File: config.mk
export PLATFORM = sky130hd
export DESIGN_NAME = polyline_cumulative_distance_flat
export DESIGN_NICKNAME = d
export VERILOG_FILES = /design/src/rtl/pcd_pkg.sv /design/src/rtl/pcd_if.sv /design/src/rtl/polyline_cumulative_distance.sv /design/src/rtl/pcd_ram.sv /design/src/rtl/pcd_datapath.sv /design/src/rtl/pcd_ctrl.sv /design/src/flat_wrapper.sv
export SDC_FILE = /design/constraint.sdc
export NUM_CORES = 2
export LEC_CHECK = 0
export BUFFER_PORTS_ARGS = -buffer_cell sky130_fd_sc_hd__buf_2
export CORE_MARGIN = 2
export CORE_UTILIZATION = 52
export DETAILED_ROUTE_END_ITERATION = 10
export PLACE_DENSITY = 0.67
export RECOVER_POWER = 50
export SYNTH_ARGS = -nofsm -noshare
export SYNTH_HDL_FRONTEND = slang
export SYNTH_SLANG_ARGS = --single-unit
File: constraint.sdc
create_clock -name clk -period 11.2 [get_ports clk]
set_input_delay 1.12 -clock clk [delete_from_list [all_inputs] [get_ports clk]]
set_output_delay 1.12 -clock clk [all_outputs]
set_load 0.005 [all_outputs]
File: src/rtl/pcd_pkg.sv
// Package for the polyline cumulative distance block.
// Shared widths, constants and controller/datapath command and status types.
`timescale 1ns / 1ps
`default_nettype none
package pcd_pkg;
  localparam int CoordW     = 24;
  localparam int SqW        = 49;
  localparam int SegW       = 25;
  localparam int TotalW     = 31;
  localparam int FracW      = 17;
  localparam int DefMaxPts  = 63;
  localparam int SegDepth   = 64;
  localparam int SegAw      = 6;
  localparam int CountW     = 7;
  localparam int SqrtSteps  = 25;
  localparam int DivSteps   = 17;

  // Commands from the controller to the datapath.
  typedef struct packed {
    logic load_first;    // capture the point as first and previous
    logic load_seg;      // start the square-difference for a new segment
    logic load_close;    // start the square-difference for closing segment
    logic sqrt_start;    // start the root unit
    logic sqrt_step;     // one root iteration
    logic seg_write;     // store the segment length and add it to the total
    logic sum_clear;     // clear cumulative sum for emission
    logic seg_read;      // issue a read of the segment store
    logic sum_add;       // add the read length to the cumulative sum
    logic div_start;     // start the divider
    logic div_step;      // one divider iteration
    logic line_clear;    // clear the per-line state
  } pcd_cmd_t;

  // Status from the datapath.
  typedef struct packed {
    logic total_zero;
  } pcd_sts_t;
endpackage
`default_nettype wire

File: src/rtl/pcd_if.sv
// Valid/ready channel interfaces for the polyline cumulative distance block.
// Depends on pcd_pkg for field widths.
`timescale 1ns / 1ps
`default_nettype none
interface pcd_in_if import pcd_pkg::*; ();
  logic                     valid;
  logic                     ready;
  logic signed [CoordW-1:0] point_x;
  logic signed [CoordW-1:0] point_y;
  logic                     is_last;
  logic                     closed;
  modport source (output valid, point_x, point_y, is_last, closed, input ready);
  modport sink (input valid, point_x, point_y, is_last, closed, output ready);
endinterface

interface pcd_out_if import pcd_pkg::*; ();
  logic             valid;
  logic             ready;
  logic [FracW-1:0] cumul_fraction;
  logic             run_last;
  modport source (output valid, cumul_fraction, run_last, input ready);
  modport sink (input valid, cumul_fraction, run_last, output ready);
endinterface
`default_nettype wire

File: src/rtl/polyline_cumulative_distance.sv
// Top level of the polyline normalized cumulative distance block.
// Uses pcd_pkg, pcd_if, pcd_ctrl and pcd_datapath.
`timescale 1ns / 1ps
`default_nettype none
// Points enter one at a time; each point after the first is held off while
// the 25-step bit-pair square root measures its segment. After the last
// point (plus one more root for a closed line) the block emits a zero and
// then one fraction per segment, each needing a segment store read and the
// 17-step restoring divider. No new point is taken during emission.
module polyline_cumulative_distance import pcd_pkg::*; #(
  parameter int MaxPoints = DefMaxPts
) (
  input wire logic clk,
  input wire logic rst_n,
  pcd_in_if.sink   in_ch,
  pcd_out_if.source out_ch
);
  pcd_cmd_t         cmd;
  pcd_sts_t         sts;
  logic [SegAw-1:0] waddr, raddr;

  pcd_ctrl #(.MaxPoints(MaxPoints)) u_ctrl (
    .clk(clk), .rst_n(rst_n),
    .in_valid(in_ch.valid), .in_last(in_ch.is_last), .in_closed(in_ch.closed),
    .in_ready(in_ch.ready),
    .out_valid(out_ch.valid), .out_run_last(out_ch.run_last),
    .out_ready(out_ch.ready),
    .sts(sts), .cmd(cmd), .waddr(waddr), .raddr(raddr)
  );

  pcd_datapath u_dp (
    .clk(clk), .pt_x(in_ch.point_x), .pt_y(in_ch.point_y),
    .cmd(cmd), .waddr(waddr), .raddr(raddr), .sts(sts),
    .frac(out_ch.cumul_fraction)
  );
endmodule
`default_nettype wire

File: src/rtl/pcd_ram.sv
// Generic single-port-write, single-port-read RAM with registered read data.
// No dependencies.
`timescale 1ns / 1ps
`default_nettype none
module pcd_ram #(
  parameter int Width = 8,
  parameter int Depth = 64
) (
  input  wire logic                     clk,
  input  wire logic                     we,
  input  wire logic [$clog2(Depth)-1:0] waddr,
  input  wire logic [Width-1:0]         wdata,
  input  wire logic [$clog2(Depth)-1:0] raddr,
  output      logic [Width-1:0]         rdata
);
  logic [Width-1:0] mem [Depth];

  // Write port and registered read port.
  always_ff @(posedge clk) begin
    if (we) mem[waddr] <= wdata;
    rdata <= mem[raddr];
  end
endmodule
`default_nettype wire

File: src/rtl/pcd_datapath.sv
// Datapath: point registers, squared distance, iterative root, segment
// store, running total and iterative fraction divider. Uses pcd_pkg, pcd_ram.
`timescale 1ns / 1ps
`default_nettype none
module pcd_datapath import pcd_pkg::*; (
  input  wire logic                     clk,
  input  wire logic signed [CoordW-1:0] pt_x,
  input  wire logic signed [CoordW-1:0] pt_y,
  input  wire pcd_cmd_t                 cmd,
  input  wire logic [SegAw-1:0]         waddr,
  input  wire logic [SegAw-1:0]         raddr,
  output      pcd_sts_t                 sts,
  output      logic [FracW-1:0]         frac
);
  logic signed [CoordW-1:0] fx_r, fy_r, px_r, py_r;
  logic [CoordW:0]          dx_r, dy_r;
  logic [SqW:0]             sq_r;
  logic [SqW-1:0]           rem_r;
  logic [SegW-1:0]          root_r;
  logic [TotalW-1:0]        total_r;
  logic [SegW-1:0]          rd_data;
  logic [TotalW:0]          cum_r;
  logic [TotalW+1:0]        drem_r;
  logic [FracW-1:0]         q_r;
  logic [TotalW-1:0]        cum_hold_r;
  logic [4:0]               sq_phase_r;
  logic signed [CoordW:0]   dxs, dys;
  logic [SqW+1:0]           trial;
  logic [SqW+1:0]           rem_sh;
  logic [TotalW+1:0]        dtrial;

  // Absolute coordinate differences for the next segment.
  always_comb begin
    if (cmd.load_close) begin
      dxs = {fx_r[CoordW-1], fx_r} - {px_r[CoordW-1], px_r};
      dys = {fy_r[CoordW-1], fy_r} - {py_r[CoordW-1], py_r};
    end else begin
      dxs = {pt_x[CoordW-1], pt_x} - {px_r[CoordW-1], px_r};
      dys = {pt_y[CoordW-1], pt_y} - {py_r[CoordW-1], py_r};
    end
  end

  // One restoring root step: bring down two bits, try 4r+1. The sum of
  // squares is held in an even number of bits so the pairs line up.
  assign rem_sh = {rem_r, sq_r[SqW -: 2]} & {(SqW+2){1'b1}};
  assign trial  = rem_sh - {({(SqW+2){1'b0}} | {root_r, 2'b01})};
  // One restoring divide step.
  assign dtrial = {drem_r[TotalW:0], cum_hold_r[TotalW-1]} - {2'b00, total_r};

  always_ff @(posedge clk) begin
    // Point capture.
    if (cmd.load_first) begin
      fx_r <= pt_x; fy_r <= pt_y; px_r <= pt_x; py_r <= pt_y;
    end
    if (cmd.load_seg) begin
      px_r <= pt_x; py_r <= pt_y;
    end
    if (cmd.load_seg || cmd.load_close) begin
      dx_r <= dxs[CoordW] ? (CoordW+1)'(0) - dxs : dxs;
      dy_r <= dys[CoordW] ? (CoordW+1)'(0) - dys : dys;
      sq_phase_r <= '0;
    end
    // Sum of squares, one product per cycle.
    if (cmd.sqrt_start) begin
      if (sq_phase_r == 5'd0) begin
        sq_r <= (SqW+1)'(dx_r * dx_r);
        sq_phase_r <= 5'd1;
      end else begin
        sq_r <= sq_r + (SqW+1)'(dy_r * dy_r);
        rem_r <= '0;
        root_r <= '0;
        sq_phase_r <= 5'd0;
      end
    end
    // Root iteration.
    if (cmd.sqrt_step) begin
      sq_r <= {sq_r[SqW-2:0], 2'b00};
      if (!trial[SqW+1]) begin
        rem_r <= trial[SqW-1:0];
        root_r <= {root_r[SegW-2:0], 1'b1};
      end else begin
        rem_r <= rem_sh[SqW-1:0];
        root_r <= {root_r[SegW-2:0], 1'b0};
      end
    end
    // Running total.
    if (cmd.line_clear) total_r <= '0;
    else if (cmd.seg_write) total_r <= total_r + TotalW'(root_r);
    // Cumulative sum during emission.
    if (cmd.sum_clear) cum_r <= '0;
    else if (cmd.sum_add) cum_r <= cum_r + (TotalW+1)'(rd_data);
    // Fraction divider: (cum << 16) / total, 17 quotient bits. The partial
    // remainder starts at cum >> 1 and the last dividend bits are cum[0]
    // followed by zeros. The quotient reads zero for the leading result.
    if (cmd.div_start) begin
      drem_r <= (TotalW+2)'(cum_r[TotalW:1]);
      cum_hold_r <= {cum_r[0], {(TotalW-1){1'b0}}};
      q_r <= '0;
    end else if (cmd.div_step) begin
      cum_hold_r <= {cum_hold_r[TotalW-2:0], 1'b0};
      if (!dtrial[TotalW+1]) begin
        drem_r <= dtrial;
        q_r <= {q_r[FracW-2:0], 1'b1};
      end else begin
        drem_r <= {drem_r[TotalW:0], cum_hold_r[TotalW-1]};
        q_r <= {q_r[FracW-2:0], 1'b0};
      end
    end else if (cmd.sum_clear) begin
      q_r <= '0;
    end
  end

  pcd_ram #(.Width(SegW), .Depth(SegDepth)) u_seg_ram (
    .clk(clk), .we(cmd.seg_write), .waddr(waddr), .wdata(root_r),
    .raddr(raddr), .rdata(rd_data)
  );

  assign sts.total_zero = (total_r == '0);
  assign frac = sts.total_zero ? '0 : q_r;
endmodule
`default_nettype wire

File: src/rtl/pcd_ctrl.sv
// Controller: sequences point intake, segment roots and fraction emission.
// Uses pcd_pkg.
`timescale 1ns / 1ps
`default_nettype none
module pcd_ctrl import pcd_pkg::*; #(
  parameter int MaxPoints = DefMaxPts
) (
  input  wire logic             clk,
  input  wire logic             rst_n,
  input  wire logic             in_valid,
  input  wire logic             in_last,
  input  wire logic             in_closed,
  output      logic             in_ready,
  output      logic             out_valid,
  output      logic             out_run_last,
  input  wire logic             out_ready,
  input  wire pcd_sts_t         sts,
  output      pcd_cmd_t         cmd,
  output      logic [SegAw-1:0] waddr,
  output      logic [SegAw-1:0] raddr
);
  typedef enum logic [3:0] {
    S_IDLE, S_SQ0, S_SQ1, S_ROOT, S_WRITE, S_ZERO, S_READ, S_WAITRD,
    S_ADD, S_DIVST, S_DIV, S_EMIT
  } state_t;

  state_t            state_r;
  logic [CountW-1:0] count_r;
  logic [SegAw-1:0]  idx_r;
  logic [CountW-1:0] nseg_r;
  logic [4:0]        step_r;
  logic              last_r, close_r, closing_r;
  logic              out_valid_r, out_last_r;
  logic              acc;

  assign acc      = in_valid && in_ready;
  assign in_ready = (state_r == S_IDLE);
  assign out_valid = out_valid_r;
  assign out_run_last = out_last_r;
  assign waddr = idx_r;
  assign raddr = idx_r;

  // Commands decoded from the state.
  always_comb begin
    cmd = '0;
    cmd.load_first = acc && (count_r == '0);
    cmd.load_seg   = acc && (count_r != '0) && (count_r < CountW'(MaxPoints));
    cmd.load_close = (state_r == S_ZERO) && close_r && !closing_r;
    cmd.sqrt_start = (state_r == S_SQ0) || (state_r == S_SQ1);
    cmd.sqrt_step  = (state_r == S_ROOT);
    cmd.seg_write  = (state_r == S_WRITE);
    cmd.sum_clear  = (state_r == S_ZERO);
    cmd.sum_add    = (state_r == S_ADD);
    cmd.div_start  = (state_r == S_DIVST);
    cmd.div_step   = (state_r == S_DIV);
    cmd.line_clear = !rst_n || ((state_r == S_EMIT) && out_ready && out_last_r);
    cmd.seg_read   = (state_r == S_READ);
  end

  // State, counters and registered output handshake.
  always_ff @(posedge clk) begin
    if (!rst_n) begin
      state_r <= S_IDLE;
      count_r <= '0;
      idx_r <= '0;
      nseg_r <= '0;
      step_r <= '0;
      last_r <= 1'b0;
      close_r <= 1'b0;
      closing_r <= 1'b0;
      out_valid_r <= 1'b0;
      out_last_r <= 1'b0;
    end else begin
      case (state_r)
        S_IDLE: if (acc) begin
          last_r <= in_last;
          close_r <= in_closed;
          closing_r <= 1'b0;
          if (count_r < CountW'(MaxPoints)) begin
            count_r <= count_r + 1'b1;
            idx_r <= SegAw'(count_r - 1'b1);
          end
          if (count_r != '0 && count_r < CountW'(MaxPoints)) state_r <= S_SQ0;
          else if (in_last) state_r <= S_ZERO;
        end
        S_SQ0: state_r <= S_SQ1;
        S_SQ1: begin
          step_r <= '0;
          state_r <= S_ROOT;
        end
        S_ROOT: begin
          step_r <= step_r + 1'b1;
          if (step_r == 5'(SqrtSteps - 1)) state_r <= S_WRITE;
        end
        S_WRITE: state_r <= (last_r || closing_r) ? S_ZERO : S_IDLE;
        S_ZERO: begin
          // Closing segment first, then the leading zero result.
          if (close_r && !closing_r) begin
            closing_r <= 1'b1;
            idx_r <= SegAw'(count_r - 1'b1);
            if (count_r == '0) idx_r <= '0;
            state_r <= S_SQ0;
          end else if (!out_valid_r) begin
            nseg_r <= (count_r == '0 ? '0 : count_r - 1'b1) +
                      CountW'(closing_r);
            out_valid_r <= 1'b1;
            out_last_r <= ((count_r == '0 ? '0 : count_r - 1'b1) +
                           CountW'(closing_r)) == '0;
          end else if (out_ready) begin
            out_valid_r <= 1'b0;
            idx_r <= '0;
            if (out_last_r) begin
              out_last_r <= 1'b0;
              count_r <= '0;
              state_r <= S_IDLE;
            end else state_r <= S_READ;
          end
        end
        S_READ: state_r <= S_WAITRD;
        S_WAITRD: state_r <= S_ADD;
        S_ADD: state_r <= S_DIVST;
        S_DIVST: begin
          step_r <= '0;
          state_r <= S_DIV;
        end
        S_DIV: begin
          step_r <= step_r + 1'b1;
          if (step_r == 5'(DivSteps - 1)) begin
            out_valid_r <= 1'b1;
            out_last_r <= (CountW'(idx_r) + 1'b1) == nseg_r;
            state_r <= S_EMIT;
          end
        end
        S_EMIT: if (out_ready) begin
          out_valid_r <= 1'b0;
          if (out_last_r) begin
            out_last_r <= 1'b0;
            count_r <= '0;
            state_r <= S_IDLE;
          end else begin
            idx_r <= idx_r + 1'b1;
            state_r <= S_READ;
          end
        end
        default: state_r <= S_IDLE;
      endcase
    end
  end

  logic unused;
  assign unused = sts.total_zero;
endmodule
`default_nettype wire

File: src/flat_wrapper.sv
// flat-port wrapper written by rule: the top's interface ports become plain ports
module polyline_cumulative_distance_flat import pcd_pkg::*;
#(
  parameter int MaxPoints = DefMaxPts
)
  (clk, rst_n, in_ch_valid, in_ch_point_x, in_ch_point_y, in_ch_is_last, in_ch_closed, in_ch_ready, out_ch_valid, out_ch_cumul_fraction, out_ch_run_last, out_ch_ready);
  pcd_in_if in_ch_i ();
  pcd_out_if out_ch_i ();
  input wire logic clk;
  input wire logic rst_n;
  input wire logic [$bits(in_ch_i.valid)-1:0] in_ch_valid;
  input wire logic [$bits(in_ch_i.point_x)-1:0] in_ch_point_x;
  input wire logic [$bits(in_ch_i.point_y)-1:0] in_ch_point_y;
  input wire logic [$bits(in_ch_i.is_last)-1:0] in_ch_is_last;
  input wire logic [$bits(in_ch_i.closed)-1:0] in_ch_closed;
  output wire logic [$bits(in_ch_i.ready)-1:0] in_ch_ready;
  output wire logic [$bits(out_ch_i.valid)-1:0] out_ch_valid;
  output wire logic [$bits(out_ch_i.cumul_fraction)-1:0] out_ch_cumul_fraction;
  output wire logic [$bits(out_ch_i.run_last)-1:0] out_ch_run_last;
  input wire logic [$bits(out_ch_i.ready)-1:0] out_ch_ready;
  assign in_ch_i.valid = in_ch_valid;
  assign in_ch_i.point_x = in_ch_point_x;
  assign in_ch_i.point_y = in_ch_point_y;
  assign in_ch_i.is_last = in_ch_is_last;
  assign in_ch_i.closed = in_ch_closed;
  assign in_ch_ready = in_ch_i.ready;
  assign out_ch_valid = out_ch_i.valid;
  assign out_ch_cumul_fraction = out_ch_i.cumul_fraction;
  assign out_ch_run_last = out_ch_i.run_last;
  assign out_ch_i.ready = out_ch_ready;
  polyline_cumulative_distance #(.MaxPoints(MaxPoints)) u_core (.clk(clk), .rst_n(rst_n), .in_ch(in_ch_i), .out_ch(out_ch_i));
endmodule
==> impl_metrics.yaml <==
floorplan:
  core_area_mm2: 0.2321
  rows: 177
  die_h_um: 486.7
  io_pins: 74
  fp.dieW_um: 486.7
  initial_core_util: 0.5220
  die-area_mm2: 0.2368
worst_setup_path:
  path_delay_family: "adder cells"
  critPathBufInv: 7
  cpPeakStageDelay_ns: 1.16
  critPathArrivalTime_ns: 9.63
  start_kind: "flip-flop"
  crit_slowest_cell: "edfxtp_1"
  crit_fanout: 26
  required_ns: 11.68
  path_class: "reg -> reg"
  endpoint_kind: "flip-flop"
detailed_routing:
  wl_per_cell_um: 24.88
  drtPass1Iterations: 6
  drtAntennaViolNets: 0
  routed_wirelength_um: 328300
  via_per_inst: 5.970
  drt_iter0_drc: 7359
  drc: 0
  route.vias.total: 78780
sta:
  worst_slew_pin_slew_ns: 4.301
  tns_ns: 0
  layout_worst_path_cycle_share: 0.8171
  setup_slack_ns: 2.049
  slew_headroom: -1.867
  setup_violations: 0
  min_period_ns: 9.151
  max_freq_mhz: 109.3
  hold_viol: 0
  finalMaxSlewViolations: 2034
  finalClockSkew_ns: 0.09549
  rsz0062_at_grt: "no"
placement:
  numPortBuffers: 73
  post-place-ws_ns: 2.142
  dp.final_hpwl_um: 215000
  place_congestion: 0.8992
  dpl-instance-area_mm2: 0.1256
clocking:
  cts_root_buf: "clkbuf_16"
  clock_sinks: 2043
  cts-buffers-inserted: 204
  ctsHtreeMaxLevel: 4
  tritoncts: "done"
  hold_buffers: 0
  insertion_delay_ns: 0.89
  path_clk_slew_ns: 0.06
  cts_setup_buffers: 0
  cts_max_path_buffers: 3
  cts_resized: 0
synth:
  synthCells: 9926
  yosysUniqueCellTypes: 90
  synth_edf_count: 1901
  netlist_area_mm2: 0.1211
  synth_nets: 11490
  ys_warn_count: 0
  async_reset_ff_frac: 0
  synth_ff_type: "edfxtp_1"
  avgSynthCellArea_um2: 12.20
  ys_seq_area_frac: 0.4947
  ys_ff_latch: 2043
grt:
  grtUsageTotal: 0.2785
  antenna_found_initial: 10
  grt_pass1_wl_um: 498000
  grt_max_degree: 100
  grt_pass1_vias: 81680
  overflow: 0
min_path:
  hp-class: "reg -> reg"
layout:
  drive_above_1_share: 0.06457
  design_area_mm2: 0.1321
  area_growth_pct: 9.042
  utilization: 0.5692
  nNetsFinal: 11540
job:
  cap_violations: 36
run_status:
  violations: "max-capacitance violations, max-slew violations"
  status: "finished with violations"
through the flow:
step           instances  hold slack (ns)
5_1_grt            13190           0.4815
6_report           13200           0.4843
4_1_cts            13190           0.4240
3_3_place_gp       12810           0.4370
2_1_floorplan       9926           0.4230
3_5_place_dp       12810           0.4703
worst reg2reg max path, stage by stage (launching register included):
cell and delay (ns):
edfxtp_1 1.16, nand2_1 0.27, fa_1 0.59, inv_1 0.05, fa_1 0.48, inv_1 0.06, fa_1 0.53, inv_1 0.05
fa_1 0.49, inv_1 0.05, fa_1 0.52, inv_1 0.05, fa_1 0.48, inv_1 0.05, fa_1 0.48, inv_1 0.04
ha_1 0.37, nand4_1 0.20, or3_1 0.45, o211a_1 0.24, nor4_1 0.72, a221oi_1 0.38, o21ai_0 0.28, a211oi_1 0.18
nor3b_1 0.28, mux2i_1 0.22, o2111ai_1 0.13
final timing paths:
path                                      startpoint              endpoint  slack, ns  cells after the start
worst min register to register  u_core.u_ctrl.last_r  u_core.u_ctrl.last_r       0.48                      2
worst min-delay path            u_core.u_ctrl.last_r  u_core.u_ctrl.last_r       0.48                      2
worst max register to register   u_core.u_dp.dy_r[6]  u_core.u_dp.sq_r[46]       2.05                     26
worst max-delay path             u_core.u_dp.dy_r[6]  u_core.u_dp.sq_r[46]       2.05                     26
cells by family after synthesis:
logic type | share of synthesized area
AOI/OAI and AO/OA | 0.1196
DFF | 0.4947
buffers and inverters | 0.06272
and+or+nand+nor | 0.07424
adders and majority gates | 0.2175
xor gates and xnor gates | 0.02176
muxes | 0.009502
layout by cell type (no fill, tap or decap), types with 55 or more instances in the layout:
| cell | instances |
|---|---|
| o21a_1 | 55 |
| inv_1 | 1585 |
| nor2b_1 | 67 |
| nand2_1 | 654 |
| nor2_2 | 58 |
| a21oi_1 | 344 |
| o21ai_0 | 207 |
| clkbuf_1 | 139 |
| buf_4 | 151 |
| ha_1 | 528 |
| nor2_1 | 339 |
| and2_1 | 246 |
| a22o_1 | 156 |
| a31oi_1 | 180 |
| fa_1 | 986 |
| a221oi_1 | 163 |
| nor3_1 | 65 |
| nand3_1 | 116 |
| dfxtp_1 | 142 |
| nand4_1 | 77 |
| edfxtp_1 | 1901 |
| a21o_1 | 146 |
| mux2i_1 | 61 |
| xor2_1 | 99 |
| a22oi_1 | 538 |
| xnor2_1 | 201 |
| clkbuf_16 | 208 |
layer usage:
metal	global-route usage	share of wire	vias to the layer above	wire length, um
met3	0.03607	0.073	649	23940
li1	-	-	34990	-
met1	0.3505	0.38	39930	125300
met5	0	0.00026	-	84
met2	0.4804	0.49	3201	162100
met4	0.1262	0.052	10	16960
layout make-up:
type                            count  area, um2
Fill cell                       18930      99990
Timing Repair Buffer              270       1740
Clock buffer                      264       5446
Antenna cell                        9      22.52
Sequential cell                  2043      59930
Clock inverter                    117       1255
Inverter                         1588       5961
Multi-Input combinational cell   5862      53940
Tap cell                         3043       3807
synth_stat cells (all sizes together) (48+ instances only):
cell type	number	area (um2)
edfxtp	1901	57080
clkbuf	354	1329
buf	79	309.0
o21a	55	412.9
and2	249	1558
nor4	52	325.3
nand3	116	580.6
a22o	156	1366
o21ai	227	1147
nor2b	68	432.9
a21oi	345	1730
inv	1585	5949
nor3	73	370.4
a31oi	180	1126
ha	528	6606
dfxtp	142	2843
xor2	100	875.8
mux2	48	540.5
a22oi	538	4039
fa	986	19740
nor2	399	1498
nand4	77	481.7
mux2i	61	610.6
xnor2	201	1760
a221oi	163	1428
a21o	146	1096
nand2	655	2459
state kept, by name, indices dropped and copies added, names as in the netlist, 6 cells and up:
signal and cells:
u_core.u_ctrl.count_r 7, u_core.u_ctrl.nseg_r 7, u_core.u_ctrl.raddr 6, u_core.u_dp.cum_r 32, u_core.u_dp.drem_r 32, u_core.u_dp.dx_r 25
u_core.u_dp.dy_r 25, u_core.u_dp.fx_r 24, u_core.u_dp.fy_r 24, u_core.u_dp.px_r 24, u_core.u_dp.py_r 24, u_core.u_dp.q_r 17
u_core.u_dp.rem_r 49, u_core.u_dp.root_r 25, u_core.u_dp.sq_r 50, u_core.u_dp.total_r 31, u_core.u_dp.u_seg_ram.mem 1600, u_core.u_dp.u_seg_ram.rdata 25
Power is left out: the tool's default activity adds up to more than one toggle a clock period on the data nets, which glitch-free logic cannot reach.
